[src/tffdp_pkg.sv]
// Shared constants, codes, types and helper functions for the TX FIFO pacer.
// Used by tffdp_div and tx_fifo_fill_drain_pacer; no dependencies.
package tffdp_pkg;

    // Sizing of the FIFO and the sync spacing
    localparam int unsigned FIFO_DEPTH_BYTES    = 20480;
    localparam int unsigned READY_LEVEL_BYTES   = 2048;
    localparam int unsigned SYNC_INTERVAL_BYTES = 8192;
    localparam int unsigned FILL_MARGIN_BYTES   = 1024;
    localparam int unsigned STOP_WAIT_TICKS     = 10;

    localparam int unsigned LEN_W     = 12;
    localparam int unsigned LEVEL_W   = 15;
    localparam int unsigned CNT_W     = 16;
    localparam int unsigned RETRY_W   = 8;
    localparam int unsigned CMD_W     = 3;
    localparam int unsigned DIVISOR_W = 11;
    localparam int unsigned DIV_STEPS = RETRY_W;
    localparam int unsigned STEP_W    = $clog2(DIV_STEPS);

    localparam logic [LEVEL_W-1:0] FILL_THRESHOLD =
        LEVEL_W'(FIFO_DEPTH_BYTES - FILL_MARGIN_BYTES);
    localparam logic [LEVEL_W-1:0] READY_LEVEL = LEVEL_W'(READY_LEVEL_BYTES);
    localparam logic [CNT_W-1:0]   SYNC_RELOAD = CNT_W'(SYNC_INTERVAL_BYTES);
    localparam logic [3:0]         STOP_TICKS  = 4'(STOP_WAIT_TICKS);

    // Event codes
    localparam logic [1:0] OP_START = 2'd0;
    localparam logic [1:0] OP_SEND  = 2'd1;
    localparam logic [1:0] OP_STOP  = 2'd2;
    localparam logic [1:0] OP_TICK  = 2'd3;

    // Command codes
    typedef logic [CMD_W-1:0] cmd_t;
    localparam cmd_t CMD_NONE        = 3'd0;
    localparam cmd_t CMD_SYNC_MODE   = 3'd1;
    localparam cmd_t CMD_SEND_SYNC   = 3'd2;
    localparam cmd_t CMD_TRANSMIT    = 3'd3;
    localparam cmd_t CMD_DATA_MODE   = 3'd4;
    localparam cmd_t CMD_CONFIG_MODE = 3'd5;

    // Phase codes
    localparam logic [2:0] PH_IDLE   = 3'd0;
    localparam logic [2:0] PH_FIRST  = 3'd1;
    localparam logic [2:0] PH_FILL   = 3'd2;
    localparam logic [2:0] PH_DRAIN  = 3'd3;
    localparam logic [2:0] PH_SDRAIN = 3'd4;
    localparam logic [2:0] PH_SWAIT  = 3'd5;

    // Rate codes
    localparam logic [1:0] RATE_FULL    = 2'd0;
    localparam logic [1:0] RATE_HALF    = 2'd1;
    localparam logic [1:0] RATE_QUARTER = 2'd2;
    localparam logic [1:0] RATE_INVALID = 2'd3;

    typedef struct packed {
        logic                 start;
        logic [LEVEL_W-1:0]   dividend;
        logic [DIVISOR_W-1:0] divisor;
    } div_req_t;

    typedef struct packed {
        logic               done;
        logic [RETRY_W-1:0] quotient;
    } div_rsp_t;

    function automatic logic [2:0] rate_divisor_for(input logic [1:0] code);
        logic [2:0] d;
        unique case (code)
            RATE_FULL:    d = 3'd1;
            RATE_HALF:    d = 3'd2;
            RATE_QUARTER: d = 3'd4;
            RATE_INVALID: d = 3'd5;
            default:      d = 3'd1;
        endcase
        return d;
    endfunction

    // limit = (level / (512/div)) / 2 folds into level / (1024/div), 102*2 for div 5
    function automatic logic [DIVISOR_W-1:0] drain_divisor(input logic [2:0] rdiv);
        logic [DIVISOR_W-1:0] d;
        case (rdiv)
            3'd2:    d = 11'd512;
            3'd4:    d = 11'd256;
            3'd5:    d = 11'd204;
            default: d = 11'd1024;
        endcase
        return d;
    endfunction

endpackage

[src/tffdp_div.sv]
// Iterative restoring divider: one quotient bit per cycle, shared compare/subtract.
// Depends on tffdp_pkg.
module tffdp_div (
    input  logic                 aclk,
    input  logic                 aresetn,
    input  tffdp_pkg::div_req_t  req,
    output tffdp_pkg::div_rsp_t  rsp
);

    localparam int unsigned WIDE_W = tffdp_pkg::DIVISOR_W + tffdp_pkg::DIV_STEPS - 1;

    logic [tffdp_pkg::LEVEL_W-1:0]   rem_reg, rem_next;
    logic [tffdp_pkg::RETRY_W-1:0]   quo_reg, quo_next;
    logic [tffdp_pkg::DIVISOR_W-1:0] dvs_reg, dvs_next;
    logic [tffdp_pkg::STEP_W-1:0]    step_reg, step_next;
    logic                            busy_reg, busy_next;
    logic                            done_reg, done_next;

    logic [WIDE_W-1:0] shifted;
    logic [WIDE_W-1:0] rem_wide;
    logic              fits;

    always_comb begin
        shifted  = WIDE_W'(dvs_reg) << step_reg;
        rem_wide = WIDE_W'(rem_reg);
        fits     = rem_wide >= shifted;

        rem_next  = rem_reg;
        quo_next  = quo_reg;
        dvs_next  = dvs_reg;
        step_next = step_reg;
        busy_next = busy_reg;
        done_next = 1'b0;

        if (req.start) begin
            rem_next  = req.dividend;
            dvs_next  = req.divisor;
            quo_next  = '0;
            step_next = tffdp_pkg::STEP_W'(tffdp_pkg::DIV_STEPS - 1);
            busy_next = 1'b1;
        end else if (busy_reg) begin
            if (fits) begin
                rem_next = rem_reg - shifted[tffdp_pkg::LEVEL_W-1:0];
            end
            quo_next[step_reg] = fits;
            if (step_reg == '0) begin
                busy_next = 1'b0;
                done_next = 1'b1;
            end else begin
                step_next = step_reg - 1'b1;
            end
        end
    end

    always_ff @(posedge aclk) begin
        if (!aresetn) begin
            busy_reg <= 1'b0;
            done_reg <= 1'b0;
            step_reg <= '0;
        end else begin
            busy_reg <= busy_next;
            done_reg <= done_next;
            step_reg <= step_next;
        end
        rem_reg <= rem_next;
        quo_reg <= quo_next;
        dvs_reg <= dvs_next;
    end

    assign rsp.done     = done_reg;
    assign rsp.quotient = quo_reg;

endmodule

[src/tx_fifo_fill_drain_pacer.sv]
// Top level of the TX FIFO fill/drain pacer: event sequencer, APB register, result queue.
// Depends on tffdp_pkg and tffdp_div.
//
// One event word is taken at a time; s_ready is high only while the block waits for
// the next word. An event is captured, then evaluated, then its result words (1 to 3)
// go out one per cycle while the sink keeps m_ready high. An event that starts a
// drain wait (a send reaching the fill threshold, or a stop) also runs the retry-limit
// division in the divider, 8 steps, before its result words go out. rate_code is
// written through the APB port at addresses 0 to 3 (paddr[2] low) and takes effect
// at the next start event.
module tx_fifo_fill_drain_pacer (
    input  logic        aclk,
    input  logic        aresetn,
    // event channel
    input  logic        s_valid,
    output logic        s_ready,
    input  logic [1:0]  s_op,
    input  logic [11:0] s_frame_length,
    input  logic        s_tx_ready,
    // result channel
    output logic        m_valid,
    input  logic        m_ready,
    output logic [2:0]  m_command,
    output logic [11:0] m_tx_length,
    output logic        m_busy_res,
    output logic [15:0] m_too_slow_count,
    output logic [15:0] m_too_fast_count,
    output logic        m_last,
    // configuration
    input  logic        psel,
    input  logic        penable,
    input  logic        pwrite,
    input  logic [2:0]  paddr,
    input  logic [31:0] pwdata,
    output logic [31:0] prdata,
    output logic        pready
);

    localparam logic [1:0] S_IDLE = 2'd0;
    localparam logic [1:0] S_EXEC = 2'd1;
    localparam logic [1:0] S_DIV  = 2'd2;
    localparam logic [1:0] S_EMIT = 2'd3;

    localparam logic ADDR_RATE_CODE = 1'b0;

    localparam logic [tffdp_pkg::CNT_W-1:0] CNT_MAX = '1;

    logic [1:0]                      state_reg, state_next;
    logic [1:0]                      op_reg, op_next;
    logic [tffdp_pkg::LEN_W-1:0]     len_reg, len_next;
    logic                            rdy_reg, rdy_next;
    logic [1:0]                      rate_code_reg, rate_code_next;
    logic [2:0]                      phase_reg, phase_next;
    logic [tffdp_pkg::LEVEL_W-1:0]   level_reg, level_next;
    logic [tffdp_pkg::CNT_W-1:0]     sync_reg, sync_next;
    logic [2:0]                      rate_div_reg, rate_div_next;
    logic [tffdp_pkg::RETRY_W-1:0]   retry_cnt_reg, retry_cnt_next;
    logic [tffdp_pkg::RETRY_W-1:0]   retry_lim_reg, retry_lim_next;
    logic [3:0]                      stop_reg, stop_next;
    logic [tffdp_pkg::CNT_W-1:0]     slow_reg, slow_next;
    logic [tffdp_pkg::CNT_W-1:0]     fast_reg, fast_next;
    tffdp_pkg::cmd_t                 q_cmd_reg [3];
    tffdp_pkg::cmd_t                 q_cmd_next [3];
    logic [1:0]                      q_num_reg, q_num_next;
    logic [1:0]                      q_idx_reg, q_idx_next;

    tffdp_pkg::div_req_t div_req;
    tffdp_pkg::div_rsp_t div_rsp;

    logic busy_phase;
    logic cfg_wr;

    tffdp_div u_div (
        .aclk    (aclk),
        .aresetn (aresetn),
        .req     (div_req),
        .rsp     (div_rsp)
    );

    assign busy_phase = (phase_reg == tffdp_pkg::PH_DRAIN) ||
                        (phase_reg == tffdp_pkg::PH_SDRAIN) ||
                        (phase_reg == tffdp_pkg::PH_SWAIT);

    // APB register
    assign pready = 1'b1;
    assign cfg_wr = psel && penable && pwrite && pready;
    assign rate_code_next = (cfg_wr && paddr[2] == ADDR_RATE_CODE) ? pwdata[1:0]
                                                                  : rate_code_reg;
    assign prdata = (paddr[2] == ADDR_RATE_CODE) ? {30'd0, rate_code_reg} : 32'd0;

    always_comb begin
        logic [1:0]                    n;
        logic                          drain;
        logic [tffdp_pkg::CNT_W-1:0]   sync_cur;
        logic [tffdp_pkg::LEVEL_W:0]   lvl_sum;

        n        = '0;
        drain    = 1'b0;
        sync_cur = sync_reg;
        lvl_sum  = '0;

        state_next     = state_reg;
        op_next        = op_reg;
        len_next       = len_reg;
        rdy_next       = rdy_reg;
        phase_next     = phase_reg;
        level_next     = level_reg;
        sync_next      = sync_reg;
        rate_div_next  = rate_div_reg;
        retry_cnt_next = retry_cnt_reg;
        retry_lim_next = retry_lim_reg;
        stop_next      = stop_reg;
        slow_next      = slow_reg;
        fast_next      = fast_reg;
        q_cmd_next     = q_cmd_reg;
        q_num_next     = q_num_reg;
        q_idx_next     = q_idx_reg;

        unique case (state_reg)
            S_IDLE: begin
                if (s_valid) begin
                    op_next    = s_op;
                    len_next   = s_frame_length;
                    rdy_next   = s_tx_ready;
                    state_next = S_EXEC;
                end
            end
            S_EXEC: begin
                if (op_reg == tffdp_pkg::OP_TICK) begin
                    if (phase_reg == tffdp_pkg::PH_DRAIN ||
                        phase_reg == tffdp_pkg::PH_SDRAIN) begin
                        if (rdy_reg || retry_cnt_reg >= retry_lim_reg) begin
                            if (retry_cnt_reg == '0) begin
                                if (slow_reg != CNT_MAX) begin
                                    slow_next = slow_reg + 1'b1;
                                end
                            end else if (retry_cnt_reg >= retry_lim_reg) begin
                                if (fast_reg != CNT_MAX) begin
                                    fast_next = fast_reg + 1'b1;
                                end
                            end
                            level_next = tffdp_pkg::READY_LEVEL;
                            if (phase_reg == tffdp_pkg::PH_DRAIN) begin
                                phase_next = tffdp_pkg::PH_FILL;
                            end else begin
                                phase_next = tffdp_pkg::PH_SWAIT;
                                stop_next  = tffdp_pkg::STOP_TICKS;
                            end
                        end else begin
                            retry_cnt_next = retry_cnt_reg + 1'b1;
                        end
                    end else if (phase_reg == tffdp_pkg::PH_SWAIT) begin
                        if (stop_reg > 4'd1) begin
                            stop_next = stop_reg - 1'b1;
                        end else begin
                            stop_next     = '0;
                            phase_next    = tffdp_pkg::PH_IDLE;
                            q_cmd_next[n] = tffdp_pkg::CMD_CONFIG_MODE;
                            n             = n + 1'b1;
                        end
                    end
                end else if (!busy_phase) begin
                    unique case (op_reg)
                        tffdp_pkg::OP_START: begin
                            rate_div_next = tffdp_pkg::rate_divisor_for(rate_code_reg);
                            phase_next    = tffdp_pkg::PH_FIRST;
                            q_cmd_next[n] = tffdp_pkg::CMD_SYNC_MODE;
                            n             = n + 1'b1;
                        end
                        tffdp_pkg::OP_SEND: begin
                            if (sync_reg == '0) begin
                                q_cmd_next[n] = tffdp_pkg::CMD_SEND_SYNC;
                                n             = n + 1'b1;
                                sync_cur      = tffdp_pkg::SYNC_RELOAD;
                            end
                            q_cmd_next[n] = tffdp_pkg::CMD_TRANSMIT;
                            n             = n + 1'b1;
                            // countdown stops at zero
                            sync_next = (sync_cur > tffdp_pkg::CNT_W'(len_reg))
                                      ? sync_cur - tffdp_pkg::CNT_W'(len_reg) : '0;
                            lvl_sum = {1'b0, level_reg} +
                                      (tffdp_pkg::LEVEL_W + 1)'(len_reg);
                            level_next = lvl_sum[tffdp_pkg::LEVEL_W] ? '1
                                       : lvl_sum[tffdp_pkg::LEVEL_W-1:0];
                            if (level_next >= tffdp_pkg::FILL_THRESHOLD) begin
                                if (phase_reg == tffdp_pkg::PH_FIRST) begin
                                    q_cmd_next[n] = tffdp_pkg::CMD_DATA_MODE;
                                    n             = n + 1'b1;
                                end
                                drain      = 1'b1;
                                phase_next = tffdp_pkg::PH_DRAIN;
                            end
                        end
                        tffdp_pkg::OP_STOP: begin
                            drain      = 1'b1;
                            phase_next = tffdp_pkg::PH_SDRAIN;
                        end
                        default: begin
                        end
                    endcase
                end
                if (n == '0) begin
                    q_cmd_next[0] = tffdp_pkg::CMD_NONE;
                    n             = 2'd1;
                end
                q_num_next = n;
                q_idx_next = '0;
                if (drain) begin
                    retry_cnt_next = '0;
                    state_next     = S_DIV;
                end else begin
                    state_next = S_EMIT;
                end
            end
            S_DIV: begin
                if (div_rsp.done) begin
                    retry_lim_next = div_rsp.quotient;
                    state_next     = S_EMIT;
                end
            end
            S_EMIT: begin
                if (m_ready) begin
                    if (q_idx_reg == q_num_reg - 1'b1) begin
                        state_next = S_IDLE;
                    end else begin
                        q_idx_next = q_idx_reg + 1'b1;
                    end
                end
            end
            default: state_next = S_IDLE;
        endcase

        div_req.start    = drain;
        div_req.dividend = level_next;
        div_req.divisor  = tffdp_pkg::drain_divisor(rate_div_reg);
    end

    always_ff @(posedge aclk) begin
        if (!aresetn) begin
            state_reg     <= S_IDLE;
            rate_code_reg <= tffdp_pkg::RATE_FULL;
            phase_reg     <= tffdp_pkg::PH_IDLE;
            level_reg     <= '0;
            sync_reg      <= '0;
            rate_div_reg  <= 3'd1;
            retry_cnt_reg <= '0;
            retry_lim_reg <= '0;
            stop_reg      <= '0;
            slow_reg      <= '0;
            fast_reg      <= '0;
            q_num_reg     <= '0;
            q_idx_reg     <= '0;
        end else begin
            state_reg     <= state_next;
            rate_code_reg <= rate_code_next;
            phase_reg     <= phase_next;
            level_reg     <= level_next;
            sync_reg      <= sync_next;
            rate_div_reg  <= rate_div_next;
            retry_cnt_reg <= retry_cnt_next;
            retry_lim_reg <= retry_lim_next;
            stop_reg      <= stop_next;
            slow_reg      <= slow_next;
            fast_reg      <= fast_next;
            q_num_reg     <= q_num_next;
            q_idx_reg     <= q_idx_next;
        end
        op_reg    <= op_next;
        len_reg   <= len_next;
        rdy_reg   <= rdy_next;
        q_cmd_reg <= q_cmd_next;
    end

    assign s_ready          = (state_reg == S_IDLE);
    assign m_valid          = (state_reg == S_EMIT);
    assign m_command        = q_cmd_reg[q_idx_reg];
    assign m_tx_length      = (q_cmd_reg[q_idx_reg] == tffdp_pkg::CMD_TRANSMIT) ? len_reg : '0;
    assign m_busy_res       = busy_phase;
    assign m_too_slow_count = slow_reg;
    assign m_too_fast_count = fast_reg;
    assign m_last           = (q_idx_reg == q_num_reg - 1'b1);

endmodule
[config.mk]
export PLATFORM = sky130hd
export DESIGN_NAME = tx_fifo_fill_drain_pacer
export DESIGN_NICKNAME = d
export VERILOG_FILES = /design/src/tffdp_pkg.sv /design/src/tffdp_div.sv /design/src/tx_fifo_fill_drain_pacer.sv
export SDC_FILE = /design/constraint.sdc
export NUM_CORES = 1
export LEC_CHECK = 0
export BUFFER_PORTS_ARGS = -buffer_cell sky130_fd_sc_hd__buf_2
export CORE_MARGIN = 5
export CORE_UTILIZATION = 45
export DETAILED_ROUTE_END_ITERATION = 10
export GPL_TIMING_DRIVEN = 0
export PLACE_DENSITY = 0.71
export SYNTH_ARGS = -nofsm -noshare
export SYNTH_HDL_FRONTEND = slang
export SYNTH_HIERARCHICAL = 1
export SYNTH_SLANG_ARGS = --single-unit
[constraint.sdc]
create_clock -name aclk -period 7.6 [get_ports aclk]
set_input_delay 0.38 -clock aclk [delete_from_list [all_inputs] [get_ports aclk]]
set_output_delay 0.38 -clock aclk [all_outputs]
set_load 0.02 [all_outputs]
==> metrics, run 1 <==
outcome=finished clean; DIE AREA=about 26000 µm²; most frequent cells in the layout=110 x dfxtp_1, 91 x nand2_1, 90 x nor2_1; predominant post-synthesis flop cell=dfxtp_1; Setup Skew=0.0137 ns; Largest delay share family, worst path=compound AO/OA/AOI/OAI gates; Lkg Pwr=slightly below 5 nW; internal power=roughly 0.0017 W; Die Y=between 150 and 200 µm; DRC viols=0; simple-gate share of the synthesized area=0.204; Net count, final=1435; DR WL/cell=roughly 15 µm; post-CTS sizing=0; Reg clk slew, reported paths=~0.060 ns; crit path launch type=flop; syn avg cell area=roughly 8.9 µm²; CTS sink count=160; drt total wl=approximately 25000 µm; Setup-failing EPs final=0; max_cap viols=0; Detail Route Antenna Nets=0; Yosys warnings=6; Reg area=roughly 3700 µm²; Max Used Layer=met4; FF+latch count, synth=160; Post-synth ARST share=0; initial DRC count=597; GRT overflow=0; RSZ-0062 raised after global routing=no; Critical Path RT=roughly 7.7 ns; clock root buffer=clkbuf_16; number of antenna cells inserted=0; Area growth, synth to finish=14.3%; Num CTS Buffers=17; Peak VDD IR=between 0.00015 and 0.0002 V; post-CTS setup buffer count=0; adder-cell area share of the yosys netlist=0.0908; Syn Std Cell Area=around 10000 µm²; Buf/Inv on CP=3; Clock Latency Late Sink=between 0.4 and 0.5 ns; Fmax achieved=roughly 0.20 GHz; mux contribution to synthesized area=0.0402; CTS tree=yes; # H-tree levels=4; CP Capture Type=flop; PwrDens=between 200 and 250 nW/µm²; Multi-input gate area=around 6100 µm²; met2 WL=approximately 12000 µm; Worst Path Max Fanout=16; DR vias/cell=about 5.4; FILL cells=between 2000 and 2500; antenna violations before repair=0; Gate Count Post-Synth=1175; most common cell after layout, fill and taps aside=dfxtp_1; DIE WIDTH=~160 µm; fin crit share=0.663; XOR/XNOR share of the synthesized area=0.0460; largest net degree at the start of global routing=17; Setup TNS=0 ns; clock share of power=0.325; detailed placer's ending HPWL=19500 µm; compound-cell area share of the yosys netlist=0.193; Comb power frac=0.297; final worst path period need=between 5 and 6 ns; layout cell share with drive strength beyond 1=0.160; sequential area share after synthesis=0.355; drt pass-1 iters=5; Starting Density=0.459; min-delay worst type=input port to flop; post-synth cell types=96; NetSw=0.000917 W; crit path max-delay cell type=nand2_1; Final Hold Violating Endpoints=0; largest family of logic cells by synthesized area=simple AND/OR/NAND/NOR gates; overall global routing resource usage=0.191; Reg power frac=0.378; hold-fix buffers at CTS=0; Tightest Pin Transition=about 0.85 ns; GP Congestion=0.935; number of flops mapped to enable cells by yosys=50; synth top area cells=dfxtp_1 21%, edfxtp_1 14%, ha_1 8.5%; relative slew slack=0.433; CP peak stage delay=0.57 ns; Critical Path AT=approximately 5.1 ns; total number of vias=8755; final total power=0.00264 W; metal3 WL=a little under 1000 µm; first-pass GRT wire length=41400 µm; wl on met1=roughly 12000 µm; Rows=between 50 and 60; cell accounting for the most synthesized area=dfxtp_1; crit path kind=flop to flop; I/O pin cnt=between 100 and 150; cells along the critical path=ha_1 -> fa_1 -> a211oi_1 -> o21ai_0 -> a21o_1 -> a21oi_1 -> a211oi_2 -> a311oi_2 -> nand2_1 -> inv_1 -> inv_1 -> clkbuf_1 -> nand2_1; CTS Buffer Depth=2; vias in the first global route=8276; Port Buf Inserts=77; share of the synthesized area in the top cell type=0.211; core area=22800 µm²; switch share=0.348; Slew Viols, Final=0
==> area by class of cell <==
| type | instances | area share |
|---|---|---|
| multi-input combinational | 891 | 0.513 |
| sequential | 160 | 0.310 |
| clock buffer | 22 | 0.0425 |
| buffer | 92 | 0.0420 |
| tap | 313 | 0.0328 |
| timing repair buffer | 77 | 0.0323 |
| inverter | 65 | 0.0204 |
| clock inverter | 10 | 0.00702 |
==> kinds of logic (layout without fill, tap and decap cells) <==
logic type                 after synthesis  in the layout
DFF                                    160            160
other                                    2             35
muxes                                   34             34
adders and majority gates               74             74
xor gates and xnor gates                54             54
buffers and inverters                  157            266
AOI/OAI and AO/OA                      290            290
and+or+nand+nor                        404            404
==> worst register-to-register path, cell delays in order, from the launching register on <==
cell and delay, ns:
edfxtp_1 0.46, ha_1 0.29, fa_1 0.43, a211oi_1 0.40
o21ai_0 0.25, a21o_1 0.22, a21oi_1 0.23, a211oi_2 0.12
a311oi_2 0.39, nand2_1 0.18, inv_1 0.53, inv_1 0.30
clkbuf_1 0.29, nand2_1 0.57
==> synth_stat cells (all sizes together), types with 24 or more instances <==
cell,count
ha,71
clkbuf,42
a21oi,82
buf,50
nor2,91
nand3,36
nor3,34
nand2,92
nor4,28
xnor2,39
inv,63
dfxtp,110
a21o,31
o21ai,55
mux2i,24
edfxtp,50
==> routing by layer <==
metal | GRT usage | vias to the layer above
met5 | 0 | -
met2 | 0.327 | 197
met1 | 0.253 | 4080
met3 | 0.0309 | 21
li1 | - | 4457
met4 | 0.0438 | 0
==> power groups by stage <==
stage               sequential (W)  clock, W  combinational [W]
floorplan                  0.00100         0           0.000596
global placement           0.00101         0           0.000763
detailed placement         0.00102         0           0.000776
CTS                       0.000998  0.000867           0.000781
global route               0.00101  0.000903           0.000869
finish                    0.000999  0.000857           0.000783
==> per-stage QoR <==
step	instances	worst slack (ns)	hold slack, ns	cell area, µm²	util
floorplan	1208	3.66	0.436	10600	-
global placement	1598	2.68	0.446	11300	0.498
detailed placement	1598	2.57	0.448	11300	0.498
CTS	1630	2.56	0.114	11900	0.524
global route	1630	2.22	0.110	11900	0.524
finish	1630	2.56	0.126	11900	0.524
==> path summary, 6_finish.rpt <==
kind	slack, ns	endpoint	depth (start not counted)	startpoint
worst max register to register	2.56	u_div/rem_reg[9]	13	len_reg[0]
worst min-delay path	0.13	op_reg[0]	1	s_op[0]
worst min register to register	0.47	retry_lim_reg[1]	2	retry_lim_reg[1]
worst max-delay path	2.56	u_div/rem_reg[9]	13	len_reg[0]
No activity file was read; power rests on OpenSTA's default activity.
==> run 2: changes to the inputs <==
Clock period 7.6 ns to 4.71 ns, I/O delays scaled along.
==> run 2 against run 1 <==
  * Power grew 62%
  * Critical endpoint is now u_div/rem_reg[3]
  * First-iteration DRC count rose by 1.0%
  * Die area is the same
  * Highest routed layer unchanged
  * Clock power grew 61%
  * Worst hold slack lost 0.083 ns
  * Clock-buffer cell count is the same
==> metrics, run 2 (synthesis results as in run 1) <==
outcome=finished clean; I/O pin cnt=around 140; placed inst area=~11000 µm²; crit path kind=flop to flop; Largest delay share family, worst path=compound AO/OA/AOI/OAI gates; Detail Route Antenna Nets=0; DR WL/cell=~16 µm; antenna violations before repair=0; Setup Skew=~0.013 ns; Slew Viols, Final=0; Port Buf Inserts=a little under 80; cells along the critical path=ha_1 -> fa_1 -> a211oi_1 -> o21ai_0 -> and2_1 -> o211a_1 -> a211oi_2 -> a311oi_2 -> nand2_1 -> clkinvlp_4 -> clkbuf_2 -> clkbuf_1 -> nand2_1 -> o31ai_1; R2R Path Start=len_reg[0]; number of antenna cells inserted=0; largest net degree at the start of global routing=17; CTS Buffer Depth=2; overall global routing resource usage=0.192; start point of the critical path=len_reg[0]; Die Y=162 µm; CTS tree=yes; placed cells=between 1500 and 2000; Clock Latency Late Sink=about 0.43 ns; Starting Density=0.459; layout cell share with drive strength beyond 1=0.165; crit path launch type=flop; Crit path top cell by count=nand2_1; hold path start=pwdata[0]; drt pass-1 iters=5; DRC viols=0; # H-tree levels=4; Critical Path AT=4.57 ns; initial DRC count=603; Layout Utilization=0.533; DR vias/cell=about 5.4; Area growth, synth to finish=16.2%; Finished Cell Area=around 12000 µm²; relative slew slack=0.436; Fmax achieved=about 0.23 GHz; CP peak stage delay=0.46 ns; Setup-failing EPs final=0; max_cap viols=0; Post-Place Setup Slack=-0.323 ns; most common cell after layout, fill and taps aside=dfxtp_1; Net count, final=about 1500; FILL cells=2089; most frequent cells in the layout=110 x dfxtp_1, 90 x nand2_1, 90 x nor2_1; DIE WIDTH=162 µm; drt total wl=between 20000 and 30000 µm; Final Hold Violating Endpoints=0; detailed placer's ending HPWL=just under 20000 µm; final hold slack=roughly 0.043 ns; final worst setup slack=approximately 0.31 ns; min-delay worst type=input port to flop; crit path max-delay cell type=edfxtp_1; DIE AREA=26400 µm²; Lkg Pwr=between 5 and 6 nW; vias in the first global route=around 8400; Reg clk slew, reported paths=~0.070 ns; clock root buffer=clkbuf_16; CP Capture Type=flop; total number of vias=roughly 9000; core area=around 23000 µm²; Critical Path RT=around 5 ns; fin crit share=0.934; final worst path period need=4.40 ns; RSZ-0062 raised after global routing=no; CTS sink count=160; fin cells=1650; PwrDens=approximately 350 nW/µm²; first-pass GRT wire length=~42000 µm; Rows=55; GRT overflow=0; Num CTS Buffers=17; GP Congestion=between 0.9 and 1; Tightest Pin Transition=0.846 ns; Buf/Inv on CP=3; Worst Path Max Fanout=10; Peak VDD IR=roughly 0.00025 V
==> run 2: cell count changes in the layout (fill, tap and decap cells not counted), sizes merged <==
cell	previous run	this run
dlygate4sd3	0	15
buf	127	133
clkinvlp	1	3
inv	70	68
clkbuf	64	63
==> run 2: metrics by stage <==
step,setup TNS (ns),total power [W]
finish,0,0.00427
global route,0,0.00450
CTS,0,0.00428
detailed placement,-5.21,0.00289
global placement,-3.21,0.00287
floorplan,0,0.00258
==> run 2: timing repair <==
item,4_1_cts,5_1_grt
resized for setup,3,2
setup buffers,0,6
endpoints found under the hold margin,14,1
hold buffers,14,1
endpoints found under the setup margin,22,35
==> run 2: layout make-up <==
type                    count  area [µm²]  share of cell area
well taps                 313         392              0.0323
clock buffers              22         507              0.0417
inverters                  65         251              0.0207
flip-flops and latches    160        3700               0.305
multi-input cells         891        6120               0.504
repair buffers             98         581              0.0478
clock inverters            10        83.8             0.00691
plain buffers              91         499              0.0411
==> run 2: power breakdown <==
group | switching [W] | total, W | leakage [nW] | internal, W
logic | 0.000809 | 0.00128 | 3.43 | 0.000470
clock network | 0.000600 | 0.00138 | 0.290 | 0.000779
registers | 0.0000747 | 0.00161 | 1.34 | 0.00154
==> run 2: worst paths after layout <==
check	endpoint	slack, ns	cells past startpoint
worst min register to register	retry_lim_reg[1]	0.46	2
worst max-delay path	u_div/rem_reg[3]	0.31	14
worst min-delay path	rate_code_reg[0]	0.04	3
worst max register to register	u_div/rem_reg[3]	0.31	14
==> run 2: tightest hold or removal path: cells and delay by family <==
kind / cells / cell delay (ns)
mux: 1 / 0.05
simple gates: 1 / 0.07
buf+inv: 1 / 0.08
==> run 2: layer usage <==
layer | routed length [µm] | global-route usage | vias to the layer above | part of all wire
met3 | 1090 | 0.0314 | 33 | 0.042
met5 | 0 | 0 | - | 0
met2 | 12400 | 0.331 | 205 | 0.49
met1 | 11700 | 0.252 | 4173 | 0.46
met4 | 384 | 0.0488 | 0 | 0.015
li1 | - | - | 4499 | -
